--- src/design/indexed_list_insert_remove_search_macros.svh ---
// Assertion macros used by the list datapath RTL.
`ifndef INDEXED_LIST_INSERT_REMOVE_SEARCH_MACROS_SVH
`define INDEXED_LIST_INSERT_REMOVE_SEARCH_MACROS_SVH

// Same-cycle implication, clocked on clk_i, off during reset.
`define ILIRS_ASSERT_NOW(lbl, ante, cons, msg) \
  lbl: assert property (@(posedge clk_i) disable iff (!rst_ni) (ante) |-> (cons)) \
    else $error(msg);

// Next-cycle implication, clocked on clk_i, off during reset.
`define ILIRS_ASSERT_NEXT(lbl, ante, cons, msg) \
  lbl: assert property (@(posedge clk_i) disable iff (!rst_ni) (ante) |=> (cons)) \
    else $error(msg);

`endif

--- src/design/ilirs_pkg.sv ---
package ilirs_pkg;

  // operation codes carried in the mode field
  typedef enum logic [1:0] {
    MODE_INSERT   = 2'd0,
    MODE_REMOVE   = 2'd1,
    MODE_CONTAINS = 2'd2,
    MODE_CLEAR    = 2'd3
  } ilirs_mode_e;

  // result status codes
  typedef enum logic [1:0] {
    RES_DONE  = 2'd0,
    RES_RANGE = 2'd1,
    RES_FULL  = 2'd2
  } ilirs_res_e;

  // controller states
  typedef enum logic [2:0] {
    S_IDLE,
    S_DECODE,
    S_INS,
    S_PUT,
    S_REM,
    S_SRCH,
    S_FIN
  } ilirs_state_e;

  // memory read address source
  typedef enum logic [2:0] {
    RD_ZERO,
    RD_CNT_M1,
    RD_POS_P1,
    RD_PTR_M2,
    RD_PTR_P1,
    RD_PTR_P2
  } ilirs_rd_e;

  // walk pointer update
  typedef enum logic [2:0] {
    PTR_HOLD,
    PTR_CNT,
    PTR_POS,
    PTR_ZERO,
    PTR_DEC,
    PTR_INC
  } ilirs_ptr_e;

  // memory write source
  typedef enum logic {
    WR_SHIFT,
    WR_VAL
  } ilirs_wr_e;

  // entry count update
  typedef enum logic [1:0] {
    CNT_HOLD,
    CNT_INC,
    CNT_DEC,
    CNT_CLR
  } ilirs_cnt_e;

  // controller -> datapath
  typedef struct packed {
    logic       latch_in;
    logic       status_set;
    ilirs_res_e status_code;
    logic       found_ld;
    ilirs_rd_e  rd_sel;
    ilirs_ptr_e ptr_op;
    logic       wr_en;
    ilirs_wr_e  wr_sel;
    ilirs_cnt_e cnt_op;
    logic       out_load;
  } ilirs_cmd_t;

  // datapath -> controller
  typedef struct packed {
    ilirs_mode_e mode;
    logic        pos_gt_cnt;
    logic        pos_ge_cnt;
    logic        full;
    logic        cnt_zero;
    logic        ins_at_end;
    logic        rem_at_end;
    logic        ins_last;
    logic        rem_last;
    logic        srch_match;
    logic        srch_last;
    logic        out_free;
  } ilirs_sts_t;

endpackage

--- src/design/ilirs_in_if.sv ---
// Request channel: one operation word.
interface ilirs_in_if;
  logic              valid;
  logic              ready;
  logic [1:0]        mode;
  logic [6:0]        position;
  logic signed [31:0] value;

  modport source (output valid, output mode, output position, output value, input ready);
  modport sink   (input valid, input mode, input position, input value, output ready);
endinterface

--- src/design/ilirs_out_if.sv ---
// Response channel: one result word.
interface ilirs_out_if;
  logic       valid;
  logic       ready;
  logic [1:0] status;
  logic       found;
  logic [6:0] count;
  logic       empty_res;

  modport source (output valid, output status, output found, output count, output empty_res,
                  input ready);
  modport sink   (input valid, input status, input found, input count, input empty_res,
                  output ready);
endinterface

--- src/design/ilirs_ctrl.sv ---
module ilirs_ctrl
  import ilirs_pkg::*;
(
  input  logic       clk_i,
  input  logic       rst_ni,
  input  logic       in_valid_i,
  output logic       in_ready_o,
  input  ilirs_sts_t sts_i,
  output ilirs_cmd_t cmd_o
);

  ilirs_state_e state_q, state_d;

  // state register
  always_ff @(posedge clk_i or negedge rst_ni) begin
    if (!rst_ni) begin
      state_q <= S_IDLE;
    end else begin
      state_q <= state_d;
    end
  end

  // next state
  always_comb begin
    state_d = state_q;
    unique case (state_q)
      S_IDLE: begin
        if (in_valid_i) state_d = S_DECODE;
      end
      S_DECODE: begin
        unique case (sts_i.mode)
          MODE_INSERT: begin
            if (sts_i.pos_gt_cnt || sts_i.full || sts_i.ins_at_end) state_d = S_FIN;
            else state_d = S_INS;
          end
          MODE_REMOVE: begin
            if (sts_i.pos_ge_cnt || sts_i.rem_at_end) state_d = S_FIN;
            else state_d = S_REM;
          end
          MODE_CONTAINS: begin
            if (sts_i.cnt_zero) state_d = S_FIN;
            else state_d = S_SRCH;
          end
          MODE_CLEAR: state_d = S_FIN;
        endcase
      end
      S_INS: begin
        if (sts_i.ins_last) state_d = S_PUT;
      end
      S_PUT: state_d = S_FIN;
      S_REM: begin
        if (sts_i.rem_last) state_d = S_FIN;
      end
      S_SRCH: begin
        if (sts_i.srch_match || sts_i.srch_last) state_d = S_FIN;
      end
      S_FIN: begin
        if (sts_i.out_free) state_d = S_IDLE;
      end
      default: state_d = S_IDLE;
    endcase
  end

  // command outputs
  always_comb begin
    cmd_o      = '0;
    in_ready_o = 1'b0;
    unique case (state_q)
      S_IDLE: begin
        in_ready_o      = 1'b1;
        cmd_o.latch_in  = in_valid_i;
      end
      S_DECODE: begin
        unique case (sts_i.mode)
          MODE_INSERT: begin
            priority if (sts_i.pos_gt_cnt) begin
              cmd_o.status_set  = 1'b1;
              cmd_o.status_code = RES_RANGE;
            end else if (sts_i.full) begin
              cmd_o.status_set  = 1'b1;
              cmd_o.status_code = RES_FULL;
            end else if (sts_i.ins_at_end) begin
              cmd_o.wr_en  = 1'b1;
              cmd_o.wr_sel = WR_VAL;
              cmd_o.cnt_op = CNT_INC;
            end else begin
              cmd_o.rd_sel = RD_CNT_M1;
              cmd_o.ptr_op = PTR_CNT;
            end
          end
          MODE_REMOVE: begin
            priority if (sts_i.pos_ge_cnt) begin
              cmd_o.status_set  = 1'b1;
              cmd_o.status_code = RES_RANGE;
            end else if (sts_i.rem_at_end) begin
              cmd_o.cnt_op = CNT_DEC;
            end else begin
              cmd_o.rd_sel = RD_POS_P1;
              cmd_o.ptr_op = PTR_POS;
            end
          end
          MODE_CONTAINS: begin
            cmd_o.rd_sel = RD_ZERO;
            cmd_o.ptr_op = PTR_ZERO;
          end
          MODE_CLEAR: cmd_o.cnt_op = CNT_CLR;
        endcase
      end
      S_INS: begin
        cmd_o.wr_en  = 1'b1;
        cmd_o.wr_sel = WR_SHIFT;
        if (!sts_i.ins_last) begin
          cmd_o.rd_sel = RD_PTR_M2;
          cmd_o.ptr_op = PTR_DEC;
        end
      end
      S_PUT: begin
        cmd_o.wr_en  = 1'b1;
        cmd_o.wr_sel = WR_VAL;
        cmd_o.cnt_op = CNT_INC;
      end
      S_REM: begin
        cmd_o.wr_en  = 1'b1;
        cmd_o.wr_sel = WR_SHIFT;
        if (sts_i.rem_last) begin
          cmd_o.cnt_op = CNT_DEC;
        end else begin
          cmd_o.rd_sel = RD_PTR_P2;
          cmd_o.ptr_op = PTR_INC;
        end
      end
      S_SRCH: begin
        if (sts_i.srch_match || sts_i.srch_last) begin
          cmd_o.found_ld = 1'b1;
        end else begin
          cmd_o.rd_sel = RD_PTR_P1;
          cmd_o.ptr_op = PTR_INC;
        end
      end
      S_FIN: cmd_o.out_load = sts_i.out_free;
      default: ;
    endcase
  end

endmodule

--- src/design/ilirs_dpath.sv ---
module ilirs_dpath
  import ilirs_pkg::*;
#(
  parameter int DEPTH = 64,
  parameter int WIDTH = 32
) (
  input  logic               clk_i,
  input  logic               rst_ni,
  input  logic [1:0]         mode_i,
  input  logic [6:0]         position_i,
  input  logic signed [31:0] value_i,
  input  ilirs_cmd_t         cmd_i,
  output ilirs_sts_t         sts_o,
  ilirs_out_if.source        out_o
);

  `include "indexed_list_insert_remove_search_macros.svh"

  localparam int AW = (DEPTH > 1) ? $clog2(DEPTH) : 1;
  localparam int CW = $clog2(DEPTH + 1);
  localparam int MW = (CW > 7) ? CW : 7;

  logic [WIDTH-1:0] mem [DEPTH];

  logic [1:0]       mode_q;
  logic [6:0]       pos_q;
  logic [WIDTH-1:0] val_q;
  logic [CW-1:0]    cnt_q, cnt_d;
  logic [AW-1:0]    ptr_q, ptr_d;
  logic [WIDTH-1:0] rd_q;
  ilirs_res_e       status_q;
  logic             found_q;
  logic             out_valid_q;
  logic [1:0]       out_status_q;
  logic             out_found_q;
  logic [6:0]       out_count_q;
  logic             out_empty_q;

  logic [63:0]      val_ext;
  logic [MW-1:0]    pos_m, cnt_m, ptr_m, raddr_m;
  logic [AW-1:0]    raddr, waddr;
  logic [WIDTH-1:0] wdata;
  logic             match;

  assign val_ext = {32'b0, value_i};
  assign pos_m   = MW'(pos_q);
  assign cnt_m   = MW'(cnt_q);
  assign ptr_m   = MW'(ptr_q);
  assign match   = (rd_q == val_q);

  // operation word latch
  always_ff @(posedge clk_i) begin
    if (cmd_i.latch_in) begin
      mode_q <= mode_i;
      pos_q  <= position_i;
      val_q  <= val_ext[WIDTH-1:0];
    end
  end

  // read address select
  always_comb begin
    unique case (cmd_i.rd_sel)
      RD_ZERO:   raddr_m = '0;
      RD_CNT_M1: raddr_m = cnt_m - MW'(1);
      RD_POS_P1: raddr_m = pos_m + MW'(1);
      RD_PTR_M2: raddr_m = ptr_m - MW'(2);
      RD_PTR_P1: raddr_m = ptr_m + MW'(1);
      RD_PTR_P2: raddr_m = ptr_m + MW'(2);
      default:   raddr_m = '0;
    endcase
  end
  assign raddr = raddr_m[AW-1:0];

  // write port
  assign waddr = (cmd_i.wr_sel == WR_VAL) ? pos_m[AW-1:0] : ptr_q;
  assign wdata = (cmd_i.wr_sel == WR_VAL) ? val_q : rd_q;

  // entry memory, registered read
  always_ff @(posedge clk_i) begin
    if (cmd_i.wr_en) mem[waddr] <= wdata;
    rd_q <= mem[raddr];
  end

  // walk pointer
  always_comb begin
    unique case (cmd_i.ptr_op)
      PTR_HOLD: ptr_d = ptr_q;
      PTR_CNT:  ptr_d = cnt_m[AW-1:0];
      PTR_POS:  ptr_d = pos_m[AW-1:0];
      PTR_ZERO: ptr_d = '0;
      PTR_DEC:  ptr_d = ptr_q - AW'(1);
      PTR_INC:  ptr_d = ptr_q + AW'(1);
      default:  ptr_d = ptr_q;
    endcase
  end

  always_ff @(posedge clk_i) begin
    ptr_q <= ptr_d;
  end

  // entry count
  always_comb begin
    unique case (cmd_i.cnt_op)
      CNT_HOLD: cnt_d = cnt_q;
      CNT_INC:  cnt_d = cnt_q + CW'(1);
      CNT_DEC:  cnt_d = cnt_q - CW'(1);
      CNT_CLR:  cnt_d = '0;
    endcase
  end

  always_ff @(posedge clk_i or negedge rst_ni) begin
    if (!rst_ni) begin
      cnt_q <= '0;
    end else begin
      cnt_q <= cnt_d;
    end
  end

  // per-operation status and found flag
  always_ff @(posedge clk_i) begin
    if (cmd_i.latch_in) begin
      status_q <= RES_DONE;
      found_q  <= 1'b0;
    end else begin
      if (cmd_i.status_set) status_q <= cmd_i.status_code;
      if (cmd_i.found_ld)   found_q  <= match;
    end
  end

  // result word register
  always_ff @(posedge clk_i or negedge rst_ni) begin
    if (!rst_ni) begin
      out_valid_q <= 1'b0;
    end else if (cmd_i.out_load) begin
      out_valid_q <= 1'b1;
    end else if (out_o.ready) begin
      out_valid_q <= 1'b0;
    end
  end

  always_ff @(posedge clk_i) begin
    if (cmd_i.out_load) begin
      out_status_q <= status_q;
      out_found_q  <= found_q;
      out_count_q  <= cnt_m[6:0];
      out_empty_q  <= (cnt_q == '0);
    end
  end

  assign out_o.valid     = out_valid_q;
  assign out_o.status    = out_status_q;
  assign out_o.found     = out_found_q;
  assign out_o.count     = out_count_q;
  assign out_o.empty_res = out_empty_q;

  // status to controller
  assign sts_o.mode       = ilirs_mode_e'(mode_q);
  assign sts_o.pos_gt_cnt = (pos_m > cnt_m);
  assign sts_o.pos_ge_cnt = (pos_m >= cnt_m);
  assign sts_o.full       = (cnt_m == MW'(DEPTH));
  assign sts_o.cnt_zero   = (cnt_q == '0);
  assign sts_o.ins_at_end = (pos_m == cnt_m);
  assign sts_o.rem_at_end = (pos_m + MW'(1) == cnt_m);
  assign sts_o.ins_last   = (ptr_m == pos_m + MW'(1));
  assign sts_o.rem_last   = (ptr_m + MW'(2) == cnt_m);
  assign sts_o.srch_match = match;
  assign sts_o.srch_last  = (ptr_m + MW'(1) == cnt_m);
  assign sts_o.out_free   = !out_valid_q || out_o.ready;

  // checks
  `ILIRS_ASSERT_NOW(a_cnt_bound, 1'b1, cnt_m <= MW'(DEPTH), "entry count above depth")
  `ILIRS_ASSERT_NOW(a_inc_not_full, cmd_i.cnt_op == CNT_INC, !sts_o.full, "insert into full list")
  `ILIRS_ASSERT_NOW(a_wr_in_list, cmd_i.wr_en, MW'(waddr) <= cnt_m, "write beyond list end")
  `ILIRS_ASSERT_NOW(a_load_free, cmd_i.out_load, !out_valid_q || out_o.ready, "result overwritten")

endmodule

--- src/design/indexed_list_insert_remove_search.sv ---
// Channel   Dir  Handshake     Word
// in_ch_i   in   valid/ready   mode[1:0], position[6:0], value[31:0] signed
// out_ch_o  out  valid/ready   status[1:0], found, count[6:0], empty_res
//
// Clear and out-of-range requests end without a memory walk, as do appends and removes
// of the last entry; other inserts and removes walk the entries from the list end or the
// position, and contains walks from entry 0 until a match or the end, one entry per cycle.
// One operation at a time; a new word is taken while the last result waits.
// Reset (rst_ni low, async) empties the list; entry contents are not cleared.
// A stalled result holds the controller in its final state until taken.
module indexed_list_insert_remove_search
  import ilirs_pkg::*;
#(
  parameter int DEPTH = 64,
  parameter int WIDTH = 32
) (
  input  logic        clk_i,
  input  logic        rst_ni,
  ilirs_in_if.sink    in_ch_i,
  ilirs_out_if.source out_ch_o
);

  ilirs_cmd_t cmd;
  ilirs_sts_t sts;
  logic       in_ready;

  assign in_ch_i.ready = in_ready;

  ilirs_ctrl u_ctrl (
    .clk_i      (clk_i),
    .rst_ni     (rst_ni),
    .in_valid_i (in_ch_i.valid),
    .in_ready_o (in_ready),
    .sts_i      (sts),
    .cmd_o      (cmd)
  );

  ilirs_dpath #(
    .DEPTH (DEPTH),
    .WIDTH (WIDTH)
  ) u_dpath (
    .clk_i      (clk_i),
    .rst_ni     (rst_ni),
    .mode_i     (in_ch_i.mode),
    .position_i (in_ch_i.position),
    .value_i    (in_ch_i.value),
    .cmd_i      (cmd),
    .sts_o      (sts),
    .out_o      (out_ch_o)
  );

endmodule

--- src/flat_wrapper.sv ---
// flat-port wrapper written by rule: the top's interface ports become plain ports
module indexed_list_insert_remove_search_flat import ilirs_pkg::*;
#(
  parameter int DEPTH = 64,
  parameter int WIDTH = 32
)
  (clk_i, rst_ni, in_ch_i_valid, in_ch_i_mode, in_ch_i_position, in_ch_i_value, in_ch_i_ready, out_ch_o_valid, out_ch_o_status, out_ch_o_found, out_ch_o_count, out_ch_o_empty_res, out_ch_o_ready);
  ilirs_in_if in_ch_i_i ();
  ilirs_out_if out_ch_o_i ();
  input  logic clk_i;
  input  logic rst_ni;
  input wire logic [$bits(in_ch_i_i.valid)-1:0] in_ch_i_valid;
  input wire logic [$bits(in_ch_i_i.mode)-1:0] in_ch_i_mode;
  input wire logic [$bits(in_ch_i_i.position)-1:0] in_ch_i_position;
  input wire logic [$bits(in_ch_i_i.value)-1:0] in_ch_i_value;
  output wire logic [$bits(in_ch_i_i.ready)-1:0] in_ch_i_ready;
  output wire logic [$bits(out_ch_o_i.valid)-1:0] out_ch_o_valid;
  output wire logic [$bits(out_ch_o_i.status)-1:0] out_ch_o_status;
  output wire logic [$bits(out_ch_o_i.found)-1:0] out_ch_o_found;
  output wire logic [$bits(out_ch_o_i.count)-1:0] out_ch_o_count;
  output wire logic [$bits(out_ch_o_i.empty_res)-1:0] out_ch_o_empty_res;
  input wire logic [$bits(out_ch_o_i.ready)-1:0] out_ch_o_ready;
  assign in_ch_i_i.valid = in_ch_i_valid;
  assign in_ch_i_i.mode = in_ch_i_mode;
  assign in_ch_i_i.position = in_ch_i_position;
  assign in_ch_i_i.value = in_ch_i_value;
  assign in_ch_i_ready = in_ch_i_i.ready;
  assign out_ch_o_valid = out_ch_o_i.valid;
  assign out_ch_o_status = out_ch_o_i.status;
  assign out_ch_o_found = out_ch_o_i.found;
  assign out_ch_o_count = out_ch_o_i.count;
  assign out_ch_o_empty_res = out_ch_o_i.empty_res;
  assign out_ch_o_i.ready = out_ch_o_ready;
  indexed_list_insert_remove_search #(.DEPTH(DEPTH), .WIDTH(WIDTH)) u_core (.clk_i(clk_i), .rst_ni(rst_ni), .in_ch_i(in_ch_i_i), .out_ch_o(out_ch_o_i));
endmodule
--- config.mk ---
export PLATFORM = sky130hd
export DESIGN_NAME = indexed_list_insert_remove_search_flat
export DESIGN_NICKNAME = d
export VERILOG_FILES = /design/src/design/ilirs_pkg.sv /design/src/design/ilirs_in_if.sv /design/src/design/ilirs_out_if.sv /design/src/design/ilirs_ctrl.sv /design/src/design/ilirs_dpath.sv /design/src/design/indexed_list_insert_remove_search.sv /design/src/flat_wrapper.sv
export VERILOG_INCLUDE_DIRS = /design/src /design/src/design
export SDC_FILE = /design/constraint.sdc
export NUM_CORES = 2
export LEC_CHECK = 0
export ABC_AREA = 1
export BUFFER_PORTS_ARGS = -buffer_cell sky130_fd_sc_hd__buf_2
export CORE_ASPECT_RATIO = 0.7
export CORE_MARGIN = 10
export CORE_UTILIZATION = 55
export CTS_CLUSTER_SIZE = 40
export DETAILED_ROUTE_END_ITERATION = 7
export PLACE_DENSITY = 0.71
export REMOVE_ABC_BUFFERS = 1
export SYNTH_ARGS = -nofsm -noshare
export SYNTH_HDL_FRONTEND = slang
export SYNTH_SLANG_ARGS = --single-unit
--- constraint.sdc ---
create_clock -name clk_i -period 8.5 [get_ports clk_i]
set_input_delay 1.275 -clock clk_i [delete_from_list [all_inputs] [get_ports clk_i]]
set_output_delay 1.275 -clock clk_i [all_outputs]
set_load 0.02 [all_outputs]
==> flow_summary_export.csv <==
group,metric,value,unit
worst_setup_path,end_kind,"register",
synthesis,synth.yosys.warnings,0,
synthesis,synthArstFlopShare,0.511,%
worst_setup_path,cp_common_cell,"nand2_1",
synthesis,ys.flop_type,"edfxtp_1",
sta,setup_violations,0,
synthesis,synth_top_area_share,66.3,%
place,dp_cells,10600,
place,gp_congestion,0.951,
synthesis,synthCells,8652,
floorplan,core,172000,um^2
clock_network,cts_max_level,4,
floorplan,die_w,518,um
worst_setup_path,crit_path_max_fanout,133,
global_route,grt_pass1_wl,418,mm
synthesis,synth.cell_area,95300,um^2
route,drc,0,
clock_network,clock-sinks,2152,
route,initialDrtViolationCount,11000,
final_layout,fin_nets,8508,
synthesis,syn_avg_cell_area,11.0,um^2
clock_network,ctsResizeCount,0,
floorplan,die-area,191000,um^2
place,placed_area,97700,um^2
synthesis,synthTopCellsByArea,"edfxtp_1, nand3_1, nand3b_1, nand2_1, inv_1",
global_route,grt_use_total,29.1,%
sta,clock.fmax,147,MHz
sta,drv_slew,0,
place,port_buffers,57,
power,p_leak,0.0395,uW
place,dpl.hpwl,159,mm
route,ant_nets,0,
clock_network,post_cts_buffers,0,
status,status,"complete, no violations",
floorplan,std_cell_rows,127,
final_layout,area_delta_synth_final,9.06,%
sta,fin_skew,0.0539,ns
global_route,grt_pass1_vias,60900,
route,drt_wl_total,287,mm
worst_setup_path,crit_arrival,7.56,ns
clock_network,cts_tree,"done",
route,routed-via-count,66100,
worst_setup_path,cp_slowest_cell,"buf_4",
hold_path,hold_path_class,"in -> async",
synthesis,ys_types,41,
clock_network,clk_path_buf_depth,3,
synthesis,synth_edf_count,2106,
clock_network,cts_hold_buf,0,
sta,tightestPinTransition,1.34,ns
power,ir_worst_vdd,0.000423,V
clock_network,clk_pin_slew,0.07,ns
worst_setup_path,crit_required,9.24,ns
route,dr.pass1.iters,6,
global_route,overflow,0,
route,wl_per_cell,26.2,um
sta,rsz0062_at_grt,"false",
synthesis,yosysSeqAreaShare,67.4,%
global_route,grt_max_degree,200,
clock_network,root_buffer,"clkbuf_16",
sta,slew_headroom,10.6,%
synthesis,netlist.top_cell.by_area,"edfxtp_1",
route,viasPerCell,6.04,
sta,min_period,6.82,ns
sta,period_share,80.2,%
floorplan,floorplan.initialDensity,55.5,%
clock_network,clock_latency,0.85,ns
floorplan,die_height,368,um
worst_setup_path,path_cells,"ha_1 > nand2_1 > inv_1 > nor2_1 > nand2_1 > nand2_1 > nor2_1 > nand2_1 > nor2_1 > nand2_1 > nand2_1 > nand2_2 > nand2_8 > nand4_4 > buf_12 > buf_4 > buf_4 > nand2_1 > nand3_1 > nand3_1 > nand3_1 > nand3_1 > nand3_1 > nand2_1",
worst_setup_path,cp_slowest_stage_delay,0.88,ns
synthesis,ys_ff_latch,2152,
job,maxCapViolCount,0,
final_layout,instances_no_fill,10900,
final_layout,drive_above_1_share,6.43,%
clock_network,numCtsBuffers,195,
sta,hold_viol,0,
global_route,antenna_found_initial,20,
power,p_total,44100,uW
final_layout,post-route-cell-area,104000,um^2
floorplan,top_level_ports,58,
worst_setup_path,startpoint_type,"register",
power,power.density,425,nW/um^2
worst_setup_path,path_class,"reg -> reg",
-- cell families (layout without fill, tap and decap cells) --
group	Yosys count	in the layout	share of synthesized area, %
AO/OA/AOI/OAI	95	95	0.648
XOR/XNOR	47	47	0.432
adder cells (fa/ha/maj)	18	18	0.244
buffers and inverters	1817	1777	7.61
flip-flops	2152	2152	67.4
multiplexers	31	31	0.366
other	0	4	0
AND/OR/NAND/NOR	4492	4492	23.3
-- sequential cells by signal (all words and copies together), names as in the netlist --
signal                          cells
u_core.u_dpath.val_q               32
u_core.u_dpath.out_o.count          7
u_core.u_dpath.mode_q               2
u_core.u_dpath.rd_q                32
u_core.u_ctrl.state_q               3
u_core.u_dpath.out_o.found          1
u_core.u_dpath.status_q             2
u_core.u_dpath.found_q              1
u_core.u_dpath.out_o.status         2
u_core.u_dpath.out_o.empty_res      1
u_core.u_dpath.ptr_q                6
u_core.u_dpath.pos_m                7
u_core.u_dpath.mem               2048
u_core.u_dpath.cnt_m                7
u_core.u_dpath.out_o.valid          1
-- cell usage in the layout (no fill, tap or decap), drive strengths merged, types with 3 or more instances in the layout --
cell type | Yosys | layout
a21oi | 12 | 12
buf | 389 | 148
bufinv | 0 | 15
clkbuf | 163 | 235
clkinv | 0 | 103
clkinvlp | 0 | 3
dfrtp | 11 | 11
dfxtp | 35 | 35
diode | 0 | 4
edfxtp | 2106 | 2106
ha | 17 | 17
inv | 1265 | 1273
mux2 | 31 | 31
nand2 | 1369 | 1369
nand3 | 2109 | 2109
nand3b | 698 | 698
nand4 | 16 | 16
nor2 | 289 | 289
nor3 | 8 | 8
o211ai | 37 | 37
o21ai | 28 | 28
o221ai | 6 | 6
o22ai | 3 | 3
xnor2 | 34 | 34
xor2 | 13 | 13
-- metal layers --
metal / vias up / wire (um) / GRT usage [%]
li1: 29200 / - / -
met1: 32000 / 115000 / 43.2
met2: 4336 / 120000 / 40.7
met3: 533 / 40500 / 8.19
met4: 2 / 11400 / 10.6
met5: - / 7 / 0
-- layout make-up --
cell class | instances | area (um^2)
clock inverters | 129 | 1160
inverters | 1265 | 4760
clock buffers | 235 | 5050
flip-flops and latches | 2152 | 64200
repair buffers | 148 | 1370
well taps | 2322 | 2910
diodes | 4 | 10.0
multi-input cells | 4683 | 24500
fillers | 13400 | 67800
-- worst paths after layout --
kind | from | end | slack, ns | depth (start not counted)
setup / recovery | u_core.u_dpath.pos_m[1] | u_core.u_dpath.rd_q[12] | 1.68 | 24
hold / removal | rst_ni | u_core.u_dpath.cnt_m[6] | 0.33 | 1
setup reg to reg | u_core.u_dpath.pos_m[1] | u_core.u_dpath.rd_q[12] | 1.68 | 24
hold reg to reg | u_core.u_dpath.status_q[0] | u_core.u_dpath.out_o.status[0] | 0.44 | 0
max in group asynchronous | rst_ni | u_core.u_dpath.out_o.valid | 7.89 | 1
min in group clk_i | u_core.u_dpath.status_q[0] | u_core.u_dpath.out_o.status[0] | 0.44 | 0
-- critical path: cells and delay by family (launching register included) --
kind,cells,cell delay (ns)
buffers and inverters,4,2.34
DFF,1,0.51
adders and majority gates,1,0.29
and+or+nand+nor,19,3.26
-- cells in the mapped netlist (4+ instances only) --
master / instances
o211ai_1: 37
mux2_2: 31
a21oi_1: 12
nand3b_1: 698
o21ai_0: 20
nor2_2: 4
xnor2_1: 34
buf_2: 300
inv_2: 14
o221ai_1: 6
nor3_1: 8
clkbuf_1: 163
buf_1: 73
buf_4: 15
dfrtp_1: 11
inv_1: 1251
nand4_1: 14
edfxtp_1: 2106
xor2_1: 13
nor2_1: 282
nand3_1: 2109
o21ai_1: 8
nand2_1: 1364
dfxtp_1: 35
ha_1: 17
nand2_2: 4
-- metrics by stage --
stage	util [%]	setup slack (ns)	TNS (ns)	hold slack, ns
after floorplan	-	-13.59	-434.34	0.408
after global placement	56.9	1.93	0	0.425
after detailed placement	56.9	1.95	0	0.429
after CTS	60.5	1.92	0	0.291
after global routing	60.5	1.44	0	0.324
final	60.5	1.68	0	0.334
-- power breakdown --
| group | leakage (uW) | internal [uW] | switching (uW) |
|---|---|---|---|
| registers | 0.0194 | 14400 | 366 |
| clock network | 0.00304 | 4720 | 4020 |
| logic | 0.0171 | 4510 | 16100 |
(Power assumes the default switching activity.)
